<file path="config.mk">
export PLATFORM = sky130hd
export DESIGN_NAME = lru_page_frame_replacer_flat
export DESIGN_NICKNAME = d
export VERILOG_FILES = /design/src/hw/rtl/lpfr_pkg.sv /design/src/hw/rtl/lpfr_if.sv /design/src/hw/rtl/lru_page_frame_replacer.sv /design/src/hw/rtl/lpfr_cmp.sv /design/src/flat_wrapper.sv
export SDC_FILE = /design/constraint.sdc
export NUM_CORES = 1
export LEC_CHECK = 0
export ABC_CLOCK_PERIOD_IN_PS = 3300
export BUFFER_PORTS_ARGS = -buffer_cell sky130_fd_sc_hd__buf_2
export CAP_MARGIN = 0
export CORE_MARGIN = 1.5
export CORE_UTILIZATION = 47
export CTS_CLUSTER_DIAMETER = 120
export CTS_CLUSTER_SIZE = 16
export DETAILED_ROUTE_END_ITERATION = 7
export PLACE_DENSITY = 0.67
export SLEW_MARGIN = 20
export SYNTH_ARGS = -nofsm -noshare
export SYNTH_HDL_FRONTEND = slang
export SYNTH_SLANG_ARGS = --single-unit
export TNS_END_PERCENT = 10
</file>
<file path="constraint.sdc">
create_clock -name clk -period 3.3 [get_ports clk]
set_input_delay 0.165 -clock clk [delete_from_list [all_inputs] [get_ports clk]]
set_output_delay 0.165 -clock clk [all_outputs]
set_load 0.01 [all_outputs]
</file>
<file path="src/hw/rtl/lpfr_pkg.sv">
// ----------------------------------------------------------------------------
// LRU page frame replacer package
// Sizes, field types and the frame compare result shared by the block.
// ----------------------------------------------------------------------------
`default_nettype none

package lpfr_pkg;

	localparam int FRAMES  = 8;
	localparam int PAGE_W  = 16;
	localparam int FRAME_W = $clog2(FRAMES);
	localparam int RANK_W  = FRAME_W;
	localparam int CFG_W   = 4;
	localparam int FAULT_W = 32;

	localparam logic [CFG_W-1:0] CFG_RESET = CFG_W'(8);

	typedef logic [PAGE_W-1:0]  page_t;
	typedef logic [FRAME_W-1:0] frame_idx_t;
	typedef logic [RANK_W-1:0]  rank_t;
	typedef logic [CFG_W-1:0]   cfg_t;
	typedef logic [FAULT_W-1:0] fault_t;

	typedef struct packed {
		logic match;
		logic empty;
		logic older;
	} cmp_res_t;

endpackage

`default_nettype wire

</file>
<file path="src/hw/rtl/lpfr_if.sv">
// ----------------------------------------------------------------------------
// LRU page frame replacer channels
// Request channel carrying a page reference, response channel carrying the
// lookup outcome.
// ----------------------------------------------------------------------------
`default_nettype none

interface lpfr_req_if;
	logic           valid;
	logic           ready;
	lpfr_pkg::page_t page;

	modport source (output valid, output page, input ready);
	modport sink   (input valid, input page, output ready);
endinterface

interface lpfr_rsp_if;
	logic                valid;
	logic                ready;
	logic                hit;
	lpfr_pkg::frame_idx_t frame_index;
	logic                evicted_valid;
	lpfr_pkg::page_t     evicted_page;
	lpfr_pkg::fault_t    fault_total;

	modport source (output valid, output hit, output frame_index, output evicted_valid,
		output evicted_page, output fault_total, input ready);
	modport sink   (input valid, input hit, input frame_index, input evicted_valid,
		input evicted_page, input fault_total, output ready);
endinterface

`default_nettype wire

</file>
<file path="src/hw/rtl/lru_page_frame_replacer.sv">
// ----------------------------------------------------------------------------
// LRU page frame replacer
// Page reference lookup over a small frame table with least recently used
// replacement and a saturating fault count.
// ----------------------------------------------------------------------------
// A reference is handled in a scan and a commit state: a single compare unit
// visits one frame per cycle, stopping early on a hit, otherwise walking all
// frames in use (set by cfg_q, clamped to 1..8), and the commit state then
// commits the table update and loads the response register. The request
// side is ready only while idle; a waiting response does not block the next
// request, but its commit holds until the response register is free.
`default_nettype none

module lru_page_frame_replacer (
	input  wire logic              clk,
	input  wire logic              arst_n,
	input  wire logic              cfg_we,
	input  wire lpfr_pkg::cfg_t    cfg_wdata,
	lpfr_req_if.sink               req,
	lpfr_rsp_if.source             rsp
);

	typedef enum logic [1:0] {
		ST_IDLE,
		ST_SCAN,
		ST_COMMIT
	} state_t;

	state_t                 state_q;
	lpfr_pkg::cfg_t         cfg_q;
	lpfr_pkg::page_t        page_q;
	lpfr_pkg::frame_idx_t   last_q;
	lpfr_pkg::frame_idx_t   idx_q;
	logic                   hit_q;
	logic                   found_empty_q;
	lpfr_pkg::frame_idx_t   sel_q;
	lpfr_pkg::frame_idx_t   best_q;
	lpfr_pkg::rank_t        best_rank_q;
	lpfr_pkg::fault_t       fault_q;
	logic                   rsp_valid_q;

	logic                   valid_q [lpfr_pkg::FRAMES];
	lpfr_pkg::page_t        fpage_q [lpfr_pkg::FRAMES];
	lpfr_pkg::rank_t        rank_q  [lpfr_pkg::FRAMES];

	logic                   rsp_hit_q;
	lpfr_pkg::frame_idx_t   rsp_frame_q;
	logic                   rsp_ev_valid_q;
	lpfr_pkg::page_t        rsp_ev_page_q;

	lpfr_pkg::frame_idx_t   last_n;
	lpfr_pkg::cmp_res_t     cmp;
	logic                   take_best;
	logic                   commit;
	logic                   fill;
	lpfr_pkg::frame_idx_t   tgt;
	lpfr_pkg::rank_t        tgt_rank;
	lpfr_pkg::fault_t       fault_next;

	always_comb begin
		if (cfg_q == '0) begin
			last_n = '0;
		end else if (int'(cfg_q) > lpfr_pkg::FRAMES) begin
			last_n = lpfr_pkg::FRAME_W'(lpfr_pkg::FRAMES - 1);
		end else begin
			last_n = lpfr_pkg::FRAME_W'(int'(cfg_q) - 1);
		end
	end

	lpfr_cmp u_cmp (
		.frame_valid (valid_q[idx_q]),
		.frame_page  (fpage_q[idx_q]),
		.frame_rank  (rank_q[idx_q]),
		.page        (page_q),
		.best_rank   (best_rank_q),
		.res         (cmp)
	);

	assign take_best  = (idx_q == '0) || cmp.older;
	assign commit     = (state_q == ST_COMMIT) && (!rsp_valid_q || rsp.ready);
	assign fill       = !hit_q && found_empty_q;
	assign tgt        = (hit_q || found_empty_q) ? sel_q : best_q;
	assign tgt_rank   = rank_q[tgt];
	assign fault_next = (hit_q || fault_q == '1) ? fault_q : fault_q + lpfr_pkg::FAULT_W'(1);

	assign req.ready         = (state_q == ST_IDLE);
	assign rsp.valid         = rsp_valid_q;
	assign rsp.hit           = rsp_hit_q;
	assign rsp.frame_index   = rsp_frame_q;
	assign rsp.evicted_valid = rsp_ev_valid_q;
	assign rsp.evicted_page  = rsp_ev_page_q;
	assign rsp.fault_total   = fault_q;

	always_ff @(posedge clk or negedge arst_n) begin
		if (!arst_n) begin
			state_q       <= ST_IDLE;
			cfg_q         <= lpfr_pkg::CFG_RESET;
			idx_q         <= '0;
			last_q        <= '0;
			hit_q         <= 1'b0;
			found_empty_q <= 1'b0;
			fault_q       <= '0;
			rsp_valid_q   <= 1'b0;
			for (int i = 0; i < lpfr_pkg::FRAMES; i++) begin
				valid_q[i] <= 1'b0;
			end
		end else begin
			if (cfg_we) begin
				cfg_q <= cfg_wdata;
			end
			if (rsp_valid_q && rsp.ready) begin
				rsp_valid_q <= 1'b0;
			end
			unique case (state_q)
				ST_IDLE: begin
					if (req.valid) begin
						idx_q         <= '0;
						last_q        <= last_n;
						hit_q         <= 1'b0;
						found_empty_q <= 1'b0;
						state_q       <= ST_SCAN;
					end
				end
				ST_SCAN: begin
					if (cmp.match) begin
						hit_q   <= 1'b1;
						state_q <= ST_COMMIT;
					end else begin
						if (cmp.empty) begin
							found_empty_q <= 1'b1;
						end
						if (idx_q == last_q) begin
							state_q <= ST_COMMIT;
						end else begin
							idx_q <= idx_q + lpfr_pkg::FRAME_W'(1);
						end
					end
				end
				ST_COMMIT: begin
					if (commit) begin
						valid_q[tgt] <= 1'b1;
						fault_q      <= fault_next;
						rsp_valid_q  <= 1'b1;
						state_q      <= ST_IDLE;
					end
				end
				default: begin
					state_q <= ST_IDLE;
				end
			endcase
		end
	end

	always_ff @(posedge clk) begin
		if (req.valid && req.ready) begin
			page_q <= req.page;
		end
		if (state_q == ST_SCAN) begin
			if (cmp.match || (cmp.empty && !found_empty_q)) begin
				sel_q <= idx_q;
			end
			if (take_best) begin
				best_q      <= idx_q;
				best_rank_q <= rank_q[idx_q];
			end
		end
		if (commit) begin
			for (int i = 0; i < lpfr_pkg::FRAMES; i++) begin
				if (fill) begin
					if (valid_q[i]) begin
						rank_q[i] <= rank_q[i] + lpfr_pkg::RANK_W'(1);
					end
				end else if (valid_q[i] && lpfr_pkg::FRAME_W'(i) != tgt
					&& rank_q[i] < tgt_rank) begin
					rank_q[i] <= rank_q[i] + lpfr_pkg::RANK_W'(1);
				end
			end
			rank_q[tgt] <= '0;
			if (!hit_q) begin
				fpage_q[tgt] <= page_q;
			end
			rsp_hit_q      <= hit_q;
			rsp_frame_q    <= tgt;
			rsp_ev_valid_q <= !hit_q && !found_empty_q;
			rsp_ev_page_q  <= (!hit_q && !found_empty_q) ? fpage_q[tgt] : '0;
		end
	end

endmodule

`default_nettype wire

</file>
<file path="src/hw/rtl/lpfr_cmp.sv">
// ----------------------------------------------------------------------------
// LRU page frame replacer frame compare unit
// Checks one frame against the referenced page and the oldest rank so far.
// ----------------------------------------------------------------------------
`default_nettype none

module lpfr_cmp (
	input  wire logic              frame_valid,
	input  wire lpfr_pkg::page_t   frame_page,
	input  wire lpfr_pkg::rank_t   frame_rank,
	input  wire lpfr_pkg::page_t   page,
	input  wire lpfr_pkg::rank_t   best_rank,
	output lpfr_pkg::cmp_res_t     res
);

	always_comb begin
		res.match = frame_valid && (frame_page == page);
		res.empty = !frame_valid;
		res.older = frame_rank > best_rank;
	end

endmodule

`default_nettype wire

</file>
<file path="src/flat_wrapper.sv">
// flat-port wrapper written by rule: the top's interface ports become plain ports
module lru_page_frame_replacer_flat 
  (clk, arst_n, cfg_we, cfg_wdata, req_valid, req_page, req_ready, rsp_valid, rsp_hit, rsp_frame_index, rsp_evicted_valid, rsp_evicted_page, rsp_fault_total, rsp_ready);
  lpfr_req_if req_i ();
  lpfr_rsp_if rsp_i ();
  input  wire logic clk;
  input  wire logic arst_n;
  input  wire logic cfg_we;
  input  wire lpfr_pkg::cfg_t cfg_wdata;
  input wire logic [$bits(req_i.valid)-1:0] req_valid;
  input wire logic [$bits(req_i.page)-1:0] req_page;
  output wire logic [$bits(req_i.ready)-1:0] req_ready;
  output wire logic [$bits(rsp_i.valid)-1:0] rsp_valid;
  output wire logic [$bits(rsp_i.hit)-1:0] rsp_hit;
  output wire logic [$bits(rsp_i.frame_index)-1:0] rsp_frame_index;
  output wire logic [$bits(rsp_i.evicted_valid)-1:0] rsp_evicted_valid;
  output wire logic [$bits(rsp_i.evicted_page)-1:0] rsp_evicted_page;
  output wire logic [$bits(rsp_i.fault_total)-1:0] rsp_fault_total;
  input wire logic [$bits(rsp_i.ready)-1:0] rsp_ready;
  assign req_i.valid = req_valid;
  assign req_i.page = req_page;
  assign req_ready = req_i.ready;
  assign rsp_valid = rsp_i.valid;
  assign rsp_hit = rsp_i.hit;
  assign rsp_frame_index = rsp_i.frame_index;
  assign rsp_evicted_valid = rsp_i.evicted_valid;
  assign rsp_evicted_page = rsp_i.evicted_page;
  assign rsp_fault_total = rsp_i.fault_total;
  assign rsp_i.ready = rsp_ready;
  lru_page_frame_replacer u_core (.clk(clk), .arst_n(arst_n), .cfg_we(cfg_we), .cfg_wdata(cfg_wdata), .req(req_i), .rsp(rsp_i));
endmodule
</file>
# Word level (Yosys, flattened, before mapping)
# Memories as Yosys holds them, arrays and structs flattened. A register that Yosys moved wholly into a read port is not among the register bits.
# Index checks and enable logic that the tools add are counted.
[word_totals]
reg_bits = 85
ram_bits = 152
inputBits = 25
wordCells = 231
n_memories = 2
[classes]
addsub = 11
n_lt_le_gt_ge = 13
n_eq_ne = 19
mux = 103
bitwise_logic = 12
n_reduce_logical = 48
[memory_table]
columns = ["memory", "words", "width", "rd", "rd_ports_with_merged_regs", "wr", "line", "source"]
rows = [
  ["u_core.fpage_q", 8, 16, 2, 1, 1, "lru_page_frame_replacer.sv:43", "lpfr_pkg::page_t fpage_q [lpfr_pkg::FRAMES];"],
  ["u_core.rank_q", 8, 3, 10, 0, 9, "lru_page_frame_replacer.sv:44", "lpfr_pkg::rank_t rank_q [lpfr_pkg::FRAMES];"],
]
[ops]
columns = ["cell", "n"]
rows = [
  ["$mux 1", 79],
  ["$mux 3", 14],
  ["$add 32x1->32 const B", 1],
  ["$eq 32x32->1 const B", 1],
  ["$add 3x1->3 const B", 9],
  ["$logic_and 1x1->1", 24],
  ["$lt 3x3->1", 8],
  ["$eq 16x16->1", 1],
  ["$ne 3x3->1 const A", 4],
  ["$reduce_and 3->1", 3],
  ["$ge 4x4->1 const B", 2],
  ["$mux 2", 4],
  ["$ne 2x2->1 const B", 4],
  ["$not 3->4", 2],
  ["$or 1x1->1", 8],
  ["$or 8x8->8", 1],
  ["$reduce_and 2->1", 4],
  ["$reduce_and 4->1", 2],
  ["$ne 2x3->1 const A", 2],
  ["$pmux 2 s3", 1],
  ["$pmux 3 s2", 1],
  ["$logic_not 1->1", 5],
  ["$logic_or 1x1->1", 5],
  ["$gt 4x4->1 const B", 1],
  ["18 further kinds", 20],
]

# Logic depth before layout (Yosys ltp)
[logic_depth]
ltp_word = 10
depth_mapped = 16
depth_no_buf = 14

# Hierarchy
# Synthesis repeated with hierarchy kept, for this count alone.
[hier_totals]
cells_unflattened = 962
area_unflattened_um2 = 12241.7
[modules_own_cells]
columns = ["mod", "instances", "cells_per_inst", "area_per_inst_um2"]
rows = [
  ["lru_page_frame_replacer", 1, 929, 11986.5],
  ["lpfr_cmp", 1, 33, 255.2],
]

# Least setup slack after synthesis
# OpenSTA, ideal clock, no wires.
[synth_path]
kind = "reg-to-reg"
start = "register u_core.hit_q"
end = "memory u_core.rank_q[2][2] (netlist name)"
setup_time_ps = 116
arrival_ps = 3427
required_time_ps = 3184
slack_ps = -243
stages_incl_launch_ff = 12
n_path_buf = 2
cell_sequence = "dfrtp_1 or2_1 buf_4 mux2i_1 buf_2 and3_1 a31oi_1 o21ai_0 ha_1 a311oi_2 a31oi_1 a41o_1"
[synth_rtl]
columns = ["item", "line", "source"]
rows = [
  ["start, declared", "lru_page_frame_replacer.sv:34", "logic hit_q;"],
  ["start signal, assigned", "lru_page_frame_replacer.sv:100", "hit_q <= 1'b0;"],
  ["start signal, assigned", "lru_page_frame_replacer.sv:119", "hit_q <= 1'b0;"],
  ["start signal, assigned", "lru_page_frame_replacer.sv:126", "hit_q <= 1'b1;"],
  ["end, declared", "lru_page_frame_replacer.sv:44", ""],
]

==> flow_summary.yaml <==
logic_synthesis:
  synth_area_leaders: "edfxtp_1, dfrtp_1, mux2i_1"
  yosysWarnings: 0
  syn_area_per_cell_sq_um: 13.1
  syn-cell-area_sq_mm: 0.0122
  synthArstFlopShare: 0.217
  seq_area_frac_synth: 0.582
  synth_fp_nets: 979
  synth.top_cell.area_share: 0.429
  ys_types: 60
  synth_seq_cells: 253
  synth_flop_cell: "edfxtp_1"
  yosysTopAreaCell: "edfxtp_1"
  syn_inst: 931
  synth_edf_count: 174
clock_tree:
  numCtsBuffers: 19
  h-tree-depth: 1
  clk_latency_ps: 510
  cts.sinks: 253
  clkTransAtPathRegs_ps: 80
  tritoncts: "yes"
  cts_root_buffer: "clkbuf_16"
  clockBufferDepth: 3
die:
  num_rows: 58
  io_pins: 80
  die_y_um: 164
  initial_core_util: 0.480
  die-area_sq_mm: 0.0269
  fp.coreArea_sq_mm: 0.0253
  die_w_um: 164
job:
  drv_cap: 0
final_layout:
  layout_commonest_cell: "edfxtp_1"
  fin_nets: 1109
  final_cell_mix: "edfxtp_1, buf_2, nand2_1, mux2i_1, dfrtp_1"
  insertedDiodeCount: 0
  drive_gt1_frac: 0.199
  syn2layout_area_growth_pct: 15.0
global_routing:
  antenna_found_initial: 1
  grt_pass1_vias: 8343
  grt_util_met2: 0.371
  grt_usage: 0.227
  grt_max_degree: 42
  use_met3: 0.0354
  grt_remaining_overflow: 0
  grt_pass1_wl_um: 46600
  top_usage_layer: "met2"
  use_met1: 0.312
critical_path:
  reg2reg_slack_ps: 160
  r2r-start: "u_core.hit_q"
  cp-end-kind: "flip-flop"
  cp.arrival_ps: 3540
  crit_required_ps: 3700
  r2r_cells: 14
  critPathLaunch: "u_core.hit_q"
  worst_r2r_endpoint: "u_core.rank_q[2][2]"
  startpoint_type: "flip-flop"
  worstSetupPathType: "reg -> reg"
  cp_max_fo: 12
sta:
  clock_skew_ps: 12.3
  timing.final.ws_setup_ps: 155
  worst_pin_slew_ps: 929
  relSlewSlack: 0.381
  finalHoldViolCount: 0
  setup_viol: 0
  min_period_ps: 3140
  timing.final.crit_share: 0.953
  slew_violations: 0
  fmax_mhz: 318
place:
  hpwlAfterDp_um: 18800
  dp_slack_ps: -25.1
  place_congestion: 0.830
  numPortBuffers: 79
drt:
  vias: 8424
  drc: 0
  dr.pass1.iters: 5
  ant_nets: 0
  via_per_inst: 6.00
  dr.first_iter.drc_count: 587
  wl_per_cell_um: 21.3
  wl_um: 29900
power:
  powerDensity_mw_per_mm2: 777
  vdd_ir_drop_max_mv: 0.581
  p_leak_nw: 5.59
  finalPower_mw: 10.9
run_status:
  status: "complete, no violations"
min_path:
  holdCritPathClass: "in -> async"
-- cell type report --
class,instances,area (sq um)
Fill cell,2083,11300
Sequential cell,253,7080
Multi-Input combinational cell,617,4860
Timing Repair Buffer,147,997
Clock buffer,32,524
Tap cell,330,413
Inverter,23,91.3
Clock inverter,2,13.8
-- power breakdown --
group	leakage (nW)	switching, mW	internal (mW)
registers	2.50	0.397	3.89
logic	2.83	2.64	1.79
clock network	0.258	1.06	1.09
total	5.59	4.09	6.78
-- sequential cells by signal (all words and copies together), names as in the netlist, 4 cells and up --
register / count
u_core.cfg_q: 4
u_core.fpage_q: 128
u_core.page_q: 16
u_core.rank_q: 24
u_core.rsp.evicted_page: 16
u_core.rsp.fault_total: 32
u_core.valid_q: 8
-- cells by family (layout without fill, tap and decap cells) --
group,count (synthesis),in the layout,synth area share
DFF,253,253,0.582
and+or+nand+nor,234,234,0.0996
AOI/OAI and AO/OA,201,201,0.120
muxes,107,107,0.115
buffers and inverters,61,204,0.0224
xor gates and xnor gates,51,51,0.0367
adders and majority gates,24,24,0.0245
-- how the worst max path moves through the flow --
stage	endpoint	slack (ps)
finish	u_core.rank_q[2][2]	160
global route	u_core.rank_q[5][2]	-2
CTS	u_core.rank_q[5][2]	120
detailed placement	u_core.rank_q[6][2]	-30
global placement	u_core.rank_q[6][2]	50
floorplan	u_core.rank_q[2][2]	20
-- per-stage QoR --
step | hold slack [ps] | util | TNS (ps) | cells | instance area, sq um
floorplan | -131 | - | 0 | 931 | 12200
global placement | 342 | 0.518 | 0 | 1339 | 13100
detailed placement | 343 | 0.518 | -36.5 | 1339 | 13100
CTS | 358 | 0.552 | 0 | 1403 | 14000
global route | 359 | 0.552 | -2.34 | 1404 | 14000
finish | 351 | 0.552 | 0 | 1404 | 14000
-- synth_stat cells (3+ instances only) --
library cell  instances
a21o_1                4
a21oi_1              29
a221oi_1             40
a22oi_1               5
a311oi_2              3
a31oi_1              12
a41o_1               10
and2_1               16
and3_1               26
and4_1                6
buf_1                 3
buf_2                13
buf_4                 4
clkbuf_1             17
dfrtp_1              54
dfxtp_1              24
edfxtp_1            174
ha_1                 23
inv_1                20
mux2_2               18
mux2i_1              65
mux4_2               24
nand2_1              74
nand2b_1             28
nand3_1              14
nand3_2               3
nand4_1               9
nor2_1               32
nor2b_1               3
nor3_1                7
nor4_1                4
o211ai_1              8
o21a_1                8
o21ai_0              49
o21ai_2               3
o221ai_1              3
o221ai_2              6
o22ai_1              13
xnor2_1              26
xor2_1               25
-- what timing repair did --
| item | 4_1_cts | 5_1_grt |
|---|---|---|
| buffers inserted | 0 | 1 |
| hold buffers | 30 | 0 |
| gates resized for setup | 3 | 2 |
| setup endpoints to repair | 7 | 19 |
| hold endpoints to repair | 60 | 0 |
-- routing by layer --
metal	share of wire	up-vias
li1	-	3859
met3	0.066	55
met2	0.48	317
met5	0	-
met1	0.43	4193
met4	0.023	0
-- worst max-delay path, cell delays in order, from the launching register on --
cell and delay, ps:
dfrtp_1 410, or2_1 300, inv_6 90, mux2i_4 250, buf_4 230, nand2_1 60, and3_1 170, a31oi_1 170
o21ai_2 190, ha_1 240, a21oi_1 110, nor2_1 60, a311oi_2 410, a31oi_1 150, a41o_1 210
No activity file was read; power rests on OpenSTA's default activity.
